File: src/rtl/core/dmsh_pkg.sv
`default_nettype none
package dmsh_pkg;

   localparam int MAX_LEN = 4096;
   localparam int ADDR_W  = $clog2(MAX_LEN);
   localparam int LEN_W   = $clog2(MAX_LEN + 1);
   localparam int WORD_W  = 31;
   localparam int CSR_IDX_W = 2;

   // Input mode codes.
   localparam logic [1:0] MODE_BEGIN  = 2'd0;
   localparam logic [1:0] MODE_APPEND = 2'd1;
   localparam logic [1:0] MODE_QUERY  = 2'd2;

   // Operation codes after classification.
   localparam logic [1:0] OP_BEGIN  = 2'd0;
   localparam logic [1:0] OP_APPEND = 2'd1;
   localparam logic [1:0] OP_QUERY  = 2'd2;
   localparam logic [1:0] OP_NONE   = 2'd3;

   // Result status codes.
   localparam logic [1:0] STAT_OK    = 2'd0;
   localparam logic [1:0] STAT_FULL  = 2'd1;
   localparam logic [1:0] STAT_RANGE = 2'd2;

   // Configuration register indexes.
   localparam logic [CSR_IDX_W-1:0] CSR_BASE_FIRST     = 2'd0;
   localparam logic [CSR_IDX_W-1:0] CSR_BASE_SECOND    = 2'd1;
   localparam logic [CSR_IDX_W-1:0] CSR_MODULUS_FIRST  = 2'd2;
   localparam logic [CSR_IDX_W-1:0] CSR_MODULUS_SECOND = 2'd3;

   localparam logic [WORD_W-1:0] RST_BASE_FIRST     = 31'd31;
   localparam logic [WORD_W-1:0] RST_BASE_SECOND    = 31'd37;
   localparam logic [WORD_W-1:0] RST_MODULUS_FIRST  = 31'd1000000007;
   localparam logic [WORD_W-1:0] RST_MODULUS_SECOND = 31'd1000000009;

   typedef struct packed {
      logic [1:0]        mode;
      logic [7:0]        char_code;
      logic [ADDR_W-1:0] left_index;
      logic [ADDR_W-1:0] right_index;
   } req_type;

   typedef struct packed {
      logic [WORD_W-1:0] hash_first;
      logic [WORD_W-1:0] hash_second;
      logic [1:0]        status;
      logic [LEN_W-1:0]  string_length_out;
   } rsp_type;

   typedef struct packed {
      logic [WORD_W-1:0] base_first;
      logic [WORD_W-1:0] base_second;
      logic [WORD_W-1:0] modulus_first;
      logic [WORD_W-1:0] modulus_second;
   } cfg_type;

   typedef struct packed {
      logic [1:0]        op;
      logic              order_bad;
      logic [7:0]        char_code;
      logic [ADDR_W-1:0] left_index;
      logic [ADDR_W-1:0] right_index;
   } item_type;

endpackage
`default_nettype wire

File: src/rtl/core/dmsh_front.sv
`default_nettype none
module dmsh_front (
   input  wire logic               clock,
   input  wire logic               reset,
   input  wire logic               start,
   input  wire dmsh_pkg::req_type  req_data,
   output logic                    busy,
   output logic                    head_valid,
   output dmsh_pkg::item_type      head,
   input  wire logic               pop
);
   import dmsh_pkg::*;

   item_type   q_ff [2];
   item_type   q_in [2];
   item_type   cls;
   logic       wr_ff, wr_in, rd_ff, rd_in;
   logic [1:0] cnt_ff, cnt_in;
   logic       push;

   // Decode the mode and check the query bounds that do not depend on length.
   always_comb begin
      case (req_data.mode)
         MODE_BEGIN:  cls.op = OP_BEGIN;
         MODE_APPEND: cls.op = OP_APPEND;
         MODE_QUERY:  cls.op = OP_QUERY;
         default:     cls.op = OP_NONE;
      endcase
      cls.order_bad   = req_data.left_index > req_data.right_index;
      cls.char_code   = req_data.char_code;
      cls.left_index  = req_data.left_index;
      cls.right_index = req_data.right_index;
   end

   assign busy       = cnt_ff == 2'd2;
   assign push       = start && !busy;
   assign head_valid = cnt_ff != 2'd0;
   assign head       = q_ff[rd_ff];

   always_comb begin
      q_in  = q_ff;
      wr_in = wr_ff;
      rd_in = rd_ff;
      if (push) begin
         q_in[wr_ff] = cls;
         wr_in       = !wr_ff;
      end
      if (pop && head_valid) begin
         rd_in = !rd_ff;
      end
      cnt_in = cnt_ff + 2'(push) - 2'(pop && head_valid);
   end

   always_ff @(posedge clock) begin
      if (reset) begin
         wr_ff  <= 1'b0;
         rd_ff  <= 1'b0;
         cnt_ff <= 2'd0;
      end else begin
         wr_ff  <= wr_in;
         rd_ff  <= rd_in;
         cnt_ff <= cnt_in;
      end
      q_ff <= q_in;
   end

endmodule
`default_nettype wire

File: config.mk
export PLATFORM = sky130hd
export DESIGN_NAME = dmsh_front
export DESIGN_NICKNAME = d
export VERILOG_FILES = /design/src/rtl/core/dmsh_pkg.sv /design/src/rtl/core/dmsh_front.sv
export SDC_FILE = /design/constraint.sdc
export NUM_CORES = 1
export LEC_CHECK = 0
export BUFFER_PORTS_ARGS = -buffer_cell sky130_fd_sc_hd__buf_2
export CAP_MARGIN = 15
export CORE_MARGIN = 4
export CORE_UTILIZATION = 45
export CTS_CLUSTER_DIAMETER = 200
export DETAILED_ROUTE_END_ITERATION = 8
export GPL_TIMING_DRIVEN = 0
export PLACE_DENSITY = 0.67
export RECOVER_POWER = 25
export REMOVE_ABC_BUFFERS = 1
export SETUP_SLACK_MARGIN = 0.02
export SYNTH_ARGS = -nofsm -noshare
export SYNTH_HDL_FRONTEND = slang
export SYNTH_SLANG_ARGS = --single-unit
File: constraint.sdc
create_clock -name clock -period 3.75 [get_ports clock]
set_input_delay 0.9375 -clock clock [delete_from_list [all_inputs] [get_ports clock]]
set_output_delay 0.9375 -clock clock [all_outputs]
set_load 0.005 [all_outputs]
# == Yosys cells after proc, flatten, opt, wreduce, memory -nomap -nowiden ==
# Index checks and enable logic that the tools add are counted.
# totals
ff_bits,74
in_bits,38
out_inout_bits,37
wordCells,39
# classes
add_sub_neg,2
order_cmp,4
eq_ne,3
mux,7
bitwise,2
reduce_logical,8
# op_table
op,count
$mux W35,4
$bwmux W70,1
$demux W35 S1,1
$gt A12 B12 Y1,1
$pmux W2 S3,1
$eq A2 B2 Y1 const B,2
$ge A2 B2 Y1 const B,2
$not A1 Y2,2
$logic_and A1 B1 Y1,3
$logic_not A1 Y1,3
$add A2 B1 Y2,1
$eq A2 B1 Y1 const B,1
$logic_not A2 Y1,1
$lt A2 B1 Y1 const B,1
$reduce_bool A2 Y1,1
$sub A2 B1 Y2,1

# == Longest topological paths before layout ==
# Gate-level depths: netlist of the first run.
# depth
ltp_word,6
ltp_mapped,8
mapped_depth_nobuf,8

# == Worst setup path before layout of the first run ==
# No wires, ideal clock.
# synth_path
path_kind,input port to flip-flop
from,input port start
to,"register q_ff[35] (netlist bit), enable pin"
setup_ps,427
t_arrival_ps,2508
t_required_ps,3323
path_slack_ps,815
cell_stages,2
path_buffers,0
cell_sequence,nand2_1 > nor2_1
# synth_via
elab_chain_cells,1
# synth_rtl
item,line_no,source
start: declaration,dmsh_front.sv:5,"input wire logic start,"
$logic_and A1 B1 Y1,dmsh_front.sv:36,assign push = start && !busy;
end signal: assignment,dmsh_front.sv:64,q_ff <= q_in;
end: declaration,dmsh_front.sv:14,item_type q_ff [2];
# Every way passes these cells.
# A chain may end at the register's enable or synchronous reset.

==> results of run 1 <==
## critical path: stages (launching register included)
cell and delay, ps:
dfxtp_2 910, mux2_2 420, buf_2 130
## flip-flops by register name, indices dropped and copies added (netlist names)
register  cells
wr_ff         1
q_ff         70
rd_ff         1
cnt_ff        2
## cells in the final DEF, fill, tap and decap left out, types with 2 or more instances in the layout
cell and count:
nand4_1 3, nand2_1 3, xnor2_1 2, clkbuf_8 9, ha_1 14, nand2b_1 2
clkinv_1 3, nor2_1 3, nor2b_1 2, inv_1 14, clkinv_2 2, dfxtp_1 3
edfxtp_1 70, a21oi_1 5, buf_2 53, clkbuf_1 23, mux2_2 35, xor2_1 2
## metal layers
| metal | vias to the layer above | track usage |
|---|---|---|
| met5 | - | 0 |
| met4 | 0 | 0.0689 |
| met3 | 7 | 0.0459 |
| met2 | 66 | 0.199 |
| met1 | 764 | 0.170 |
| li1 | 812 | - |
## how the worst max path moves through the flow
stage / end / slack [ps] / depth (start not counted)
6_report: head[9] / 1010 / 2
5_1_grt: head[0] / 880 / 2
4_1_cts: head[0] / 940 / 2
3_5_place_dp: head[0] / 1320 / 2
3_3_place_gp: q_ff[63] / -200 / 3
2_1_floorplan: q_ff[35] / 810 / 2
## kinds of logic after synthesis
logic type,Yosys count,share of synthesized area
AND/OR/NAND/NOR,19,0.0333
flip-flops,74,0.718
XOR/XNOR,4,0.0115
buffers and inverters,20,0.0325
adder cells (fa/ha/maj),14,0.0576
AO/OA/AOI/OAI,9,0.0173
multiplexers,35,0.130
## cell usage after synthesis (all sizes together), types with 2 or more instances
master and number:
mux2 35, dfxtp 4, ha 14, a21oi 5, nand4 3, nand2b 2, clkbuf 2, buf 4
inv 14, xor2 2, nor2 4, nand2 3, edfxtp 70, nor2b 2, xnor2 2
## through the flow
step | cells | cell area, sq um
floorplan | 169 | 2990
CTS | 337 | 3640
global route | 337 | 3620
detailed placement | 321 | 3490
global placement | 320 | 3460
finish | 337 | 3620
## area by class of cell
cell class / instances / area share
Clock buffer: 11 / 0.0363
Clock inverter: 5 / 0.00588
Inverter: 14 / 0.0145
Multi-Input combinational cell: 81 / 0.212
Sequential cell: 74 / 0.604
Tap cell: 77 / 0.0266
Timing Repair Buffer: 75 / 0.101
## where the power goes
part / internal (mW) / total [mW] / switching (mW)
Combinational: 0.276 / 0.496 / 0.220
Sequential: 1.05 / 1.13 / 0.0782
Clock: 0.232 / 0.490 / 0.258
==> impl_metrics.py, run 1 <==
metrics = {
    "die": {
        "design.die.area_sq_um": 8130,
        "rows": 29,
        "start_util": 0.471,
        "core_region_area_sq_um": 6460,
        "chipHeight_um": 90.2,
        "ios": 75,
        "die_width_um": 90.2,
    },
    "clock_tree": {
        "clk_pin_slew_worst_paths_ps": 70,
        "cts-resized-gates": 0,
        "htreeDepth": 3,
        "clk_latency_ps": 330,
        "cts_hold_buf": 0,
        "cts_tree": "yes",
        "numCtsBuffers": 9,
        "clockRootBuffer": "clkbuf_8",
        "clk_path_buf_depth": 2,
        "post_cts_buffers": 0,
        "clkSinkCount": 74,
    },
    "place": {
        "dpl_worst_slack_ps": 1320,
        "gp_congestion": 0.707,
        "portBuffers": 74,
        "dpl.hpwl_um": 3430,
    },
    "critical_path": {
        "end_kind": "primary output",
        "startpoint": "rd_ff",
        "r2r_slack_ps": 2100,
        "startpoint_type": "flop",
        "worstPathArrival_ps": 1800,
        "rr_startpoint": "cnt_ff[1]",
        "cp.required_ps": 2810,
        "r2r_cells": 8,
        "worstSetupPathType": "flop to primary output",
        "r2r-end": "cnt_ff[1]",
        "cp_max_fo": 36,
    },
    "layout": {
        "fin_nets": 307,
        "drive_above_1_share": 0.400,
        "final_util": 0.560,
        "areaGrowthSynthToFinish_pct": 19.0,
        "multi_input_area_sq_um": 767,
        "fillers": 533,
        "seqCellArea_sq_um": 2180,
        "diodes": 0,
    },
    "logic_synthesis": {
        "yosysTopAreaCell": "edfxtp_1",
        "netlist-cell-type-count": 25,
        "synthArstFlopShare": 0,
        "synth_ff_type": "edfxtp_1",
        "yosysTopAreaCellShare": 0.692,
        "ys_ff_latch": 74,
        "yosysWarnings": 0,
        "syn_inst": 175,
        "synth_area_sq_um": 3040,
        "syn_area_per_cell_sq_um": 17.4,
        "synth_area_leaders": "edfxtp_1 (69%), mux2_2 (13%), ha_1 (5.8%)",
        "synth_seq_area_share": 0.718,
        "synth_edf_count": 70,
    },
    "timing": {
        "holdWs_ps": 549,
        "hold_viol_final": 0,
        "final.setup.tns_ps": 0,
        "finalSetupViolations": 0,
        "slew_headroom": 0.413,
        "drv_slew": 0,
        "period_minus_slack_ps": 2740,
        "period_share": 0.730,
        "worstMarginPinSlew_ps": 881,
        "fmax_mhz": 365,
        "grt_setup_unrepaired": "no",
        "fin_ws_ps": 1010,
        "skew_ps": 5.60,
    },
    "power_and_ir_drop": {
        "leakage_nw": 1.40,
        "p_total_mw": 2.12,
        "p_per_area_nw_per_um2": 585,
        "peakVddDrop_mv": 0.454,
    },
    "min_path": {
        "hold_class": "flop to flop",
        "min_path_cells": 2,
        "min-delay-start": "cnt_ff[1]",
        "min_to": "cnt_ff[1]",
    },
    "drt": {
        "dr.pass1.iters": 4,
        "ant_nets": 0,
        "route.met3.wl_um": 447,
        "viasPerCell": 4.89,
        "drcViolationCount": 0,
        "drt-total-wl_um": 5060,
        "via_count": 1649,
        "drt_iter0_drc": 39,
        "highest_layer": "met4",
        "detail_route.wl_per_cell_um": 15.0,
        "dr_wl_met2_um": 2290,
        "met1_length_um": 2230,
    },
    "global_route": {
        "gr-usage-all-layers": 0.133,
        "antenna_found_initial": 0,
        "grt_pass1_wl_um": 8290,
        "grt_max_degree": 37,
        "gr-total-overflow": 0,
        "grt_pass1_vias": 1748,
    },
    "status": {
        "outcome": "complete, no violations",
    },
    "run": {
        "drv_cap": 0,
    },
}
Power figures use the tool's default switching activity.
==> run 2: changes to the inputs <==
--- a/config.mk
+++ b/config.mk
@@ -5,6 +5,7 @@
 export SDC_FILE = /design/constraint.sdc
 export NUM_CORES = 1
 export LEC_CHECK = 0
+export ABC_AREA = 1
 export BUFFER_PORTS_ARGS = -buffer_cell sky130_fd_sc_hd__buf_2
 export CAP_MARGIN = 15
 export CORE_MARGIN = 4
@@ -12,7 +13,7 @@
 export CTS_CLUSTER_DIAMETER = 200
 export DETAILED_ROUTE_END_ITERATION = 8
 export GPL_TIMING_DRIVEN = 0
-export PLACE_DENSITY = 0.67
+export PLACE_DENSITY = 0.7
 export RECOVER_POWER = 25
 export REMOVE_ABC_BUFFERS = 1
 export SETUP_SLACK_MARGIN = 0.02
==> constraint.sdc (replaced) <==
create_clock -name clock -period 2.5 [get_ports clock]
set_input_delay 0.625 -clock clock [delete_from_list [all_inputs] [get_ports clock]]
set_output_delay 0.625 -clock clock [all_outputs]
set_load 0.005 [all_outputs]
==> impl_metrics.py, run 2 <==
metrics = {
    "status": {
        "outcome": "complete, no violations",
    },
    "clock_tree": {
        "clk_latency_ps": 330,
        "clk_pin_slew_worst_paths_ps": 80,
        "cts_tree": "yes",
        "cts_hold_buf": 0,
        "clockRootBuffer": "clkbuf_8",
        "htreeDepth": 3,
        "post_cts_buffers": 0,
        "clkSinkCount": 74,
        "numCtsBuffers": 9,
        "clk_path_buf_depth": 2,
    },
    "min_path": {
        "hold_class": "input pin to flop",
    },
    "timing": {
        "hold_viol_final": 0,
        "finalSetupViolations": 0,
        "drv_slew": 0,
        "skew_ps": 6.50,
        "grt_setup_unrepaired": "no",
        "fmax_mhz": 461,
        "worstMarginPinSlew_ps": 621,
        "period_minus_slack_ps": 2170,
        "period_share": 0.867,
        "slew_headroom": 0.585,
    },
    "layout": {
        "mostFrequentLayoutCells": "nand2_1 (121), edfxtp_1 (70), buf_2 (54)",
        "fin_area_sq_um": 3880,
        "diodes": 0,
        "largest_reg_flops": 70,
        "regMostFlops": "q_ff",
        "fillers": 590,
        "areaGrowthSynthToFinish_pct": 23.7,
        "final_common_cell": "nand2_1",
        "drive_above_1_share": 0.241,
        "seqCellArea_sq_um": 2190,
        "reg_top3": "q_ff (70), cnt_ff (2)",
        "final_util": 0.571,
        "fin_nets": 399,
        "multi_input_area_sq_um": 827,
    },
    "logic_synthesis": {
        "synth_most_common_cell": "nand2_1",
        "netlist-cell-type-count": 24,
        "synth_ff_type": "edfxtp_1",
        "synth_area_sq_um": 3140,
        "synth_seq_area_share": 0.696,
        "ys_ff_latch": 74,
        "synth_commonest_cells": "nand2_1 (121), edfxtp_1 (70), inv_1 (20)",
        "syn_area_per_cell_sq_um": 11.7,
        "yosysWarnings": 0,
        "syn_inst": 269,
        "yosysTopAreaCellShare": 0.670,
        "synthArstFlopShare": 0,
        "synth_area_leaders": "edfxtp_1 (67%), nand2_1 (14%), ha_1 (5.6%)",
        "yosysTopAreaCell": "edfxtp_1",
        "synth_edf_count": 70,
    },
    "die": {
        "design.die.area_sq_um": 8370,
        "core_region_area_sq_um": 6790,
        "rows": 30,
        "ios": 75,
        "chipHeight_um": 91.5,
        "start_util": 0.462,
        "die_width_um": 91.5,
    },
    "run": {
        "drv_cap": 0,
    },
    "power_and_ir_drop": {
        "power_frac_clock": 0.314,
        "p_per_area_nw_per_um2": 957,
        "switching_share": 0.273,
        "p_total_mw": 3.71,
        "power_frac_seq": 0.457,
        "p_switching_mw": 1.01,
        "pwr-share-comb": 0.228,
        "peakVddDrop_mv": 0.593,
        "intPower_mw": 2.70,
        "leakage_nw": 1.70,
    },
    "critical_path": {
        "cp.required_ps": 1880,
        "path_buf_inv": 2,
        "crit_path_frequent_cell": "nand2_1",
        "max_stage_delay_ps": 640,
        "end_kind": "primary output",
        "startpoint_type": "flop",
        "critPathTopFamily": "flip-flops",
        "worstSetupPathType": "flop to primary output",
        "cp_slowest_cell": "dfxtp_4",
        "worstPathArrival_ps": 1540,
        "path_cells": "inv_4, nand2_1, nand2_1, buf_2",
        "cp_max_fo": 38,
    },
    "drt": {
        "drt-total-wl_um": 5600,
        "drt_iter0_drc": 72,
        "dr.pass1.iters": 4,
        "drcViolationCount": 0,
        "via_count": 2006,
        "viasPerCell": 4.48,
        "detail_route.wl_per_cell_um": 12.5,
        "ant_nets": 0,
    },
    "global_route": {
        "gr-usage-all-layers": 0.142,
        "grt_pass1_wl_um": 9200,
        "gr-total-overflow": 0,
        "grtUsageMet1": 0.172,
        "antenna_found_initial": 1,
        "busiest_layer": "met2",
        "grt_max_degree": 39,
        "met3_usage": 0.0365,
        "use_met2": 0.234,
        "grt_pass1_vias": 2006,
    },
    "place": {
        "dpl.hpwl_um": 3820,
        "placed_area_sq_um": 3640,
        "gp_congestion": 0.698,
        "portBuffers": 74,
    },
}
run 2: cell families after synthesis:
group                    count (synthesis)  share of synthesized area
AO/OA/AOI/OAI                            7                     0.0180
XOR/XNOR                                 1                    0.00279
adder cells (fa/ha/maj)                 14                     0.0559
buffers and inverters                   32                     0.0443
flip-flops                              74                      0.696
AND/OR/NAND/NOR                        141                      0.183
run 2: per-layer routing:
layer  share of wire  vias to the layer above
met2            0.50                       51
met4          0.0098                        2
li1                -                     1034
met1            0.43                      912
met5          0.0036                        -
met3           0.058                        7
run 2: cell type report:
class,count,share of cell area
sequential,74,0.564
multi-input combinational,163,0.213
timing repair buffer,76,0.103
clock inverter,7,0.0339
clock buffer,9,0.0319
tap,96,0.0310
inverter,23,0.0229
run 2: worst paths after layout:
kind                              startpoint         to  slack (ps)  cells past startpoint
worst max-delay path                   rd_ff   head[16]         330                      4
worst max register to register     cnt_ff[0]   q_ff[12]         890                      3
worst min register to register     cnt_ff[1]  cnt_ff[1]         640                      3
worst min-delay path            req_data[31]   q_ff[66]         480                      1
run 2: timing repair:
action,4_1_cts,5_1_grt
setup endpoints to repair,35,16
resized for setup,1,2
pin swaps,0,0
run 2: stage by stage:
| step | cells | setup TNS (ps) | hold WS [ps] | worst slack (ps) |
|---|---|---|---|---|
| 2_1_floorplan | 260 | -3400 | 566 | -97.2 |
| 3_3_place_gp | 430 | -67150 | 576 | -1160 |
| 3_5_place_dp | 432 | 0 | 637 | 152 |
| 4_1_cts | 448 | 0 | 457 | 107 |
| 5_1_grt | 448 | 0 | 457 | 154 |
| 6_report | 448 | 0 | 480 | 332 |
run 2: power groups by stage:
stage          Clock, mW  Sequential (mW)  Combinational [mW]
6_report            1.17             1.70               0.847
3_5_place_dp           0             1.73               0.877
3_3_place_gp           0             1.73               0.816
2_1_floorplan          0             1.69               0.464
4_1_cts             1.20             1.70               0.878
5_1_grt             1.25             1.72               0.981
run 2: worst reg2reg max path, stage by stage (launching register included):
cell and delay (ps):
dfxtp_1 440, o21ai_4 120, nor2_4 490, buf_16 240
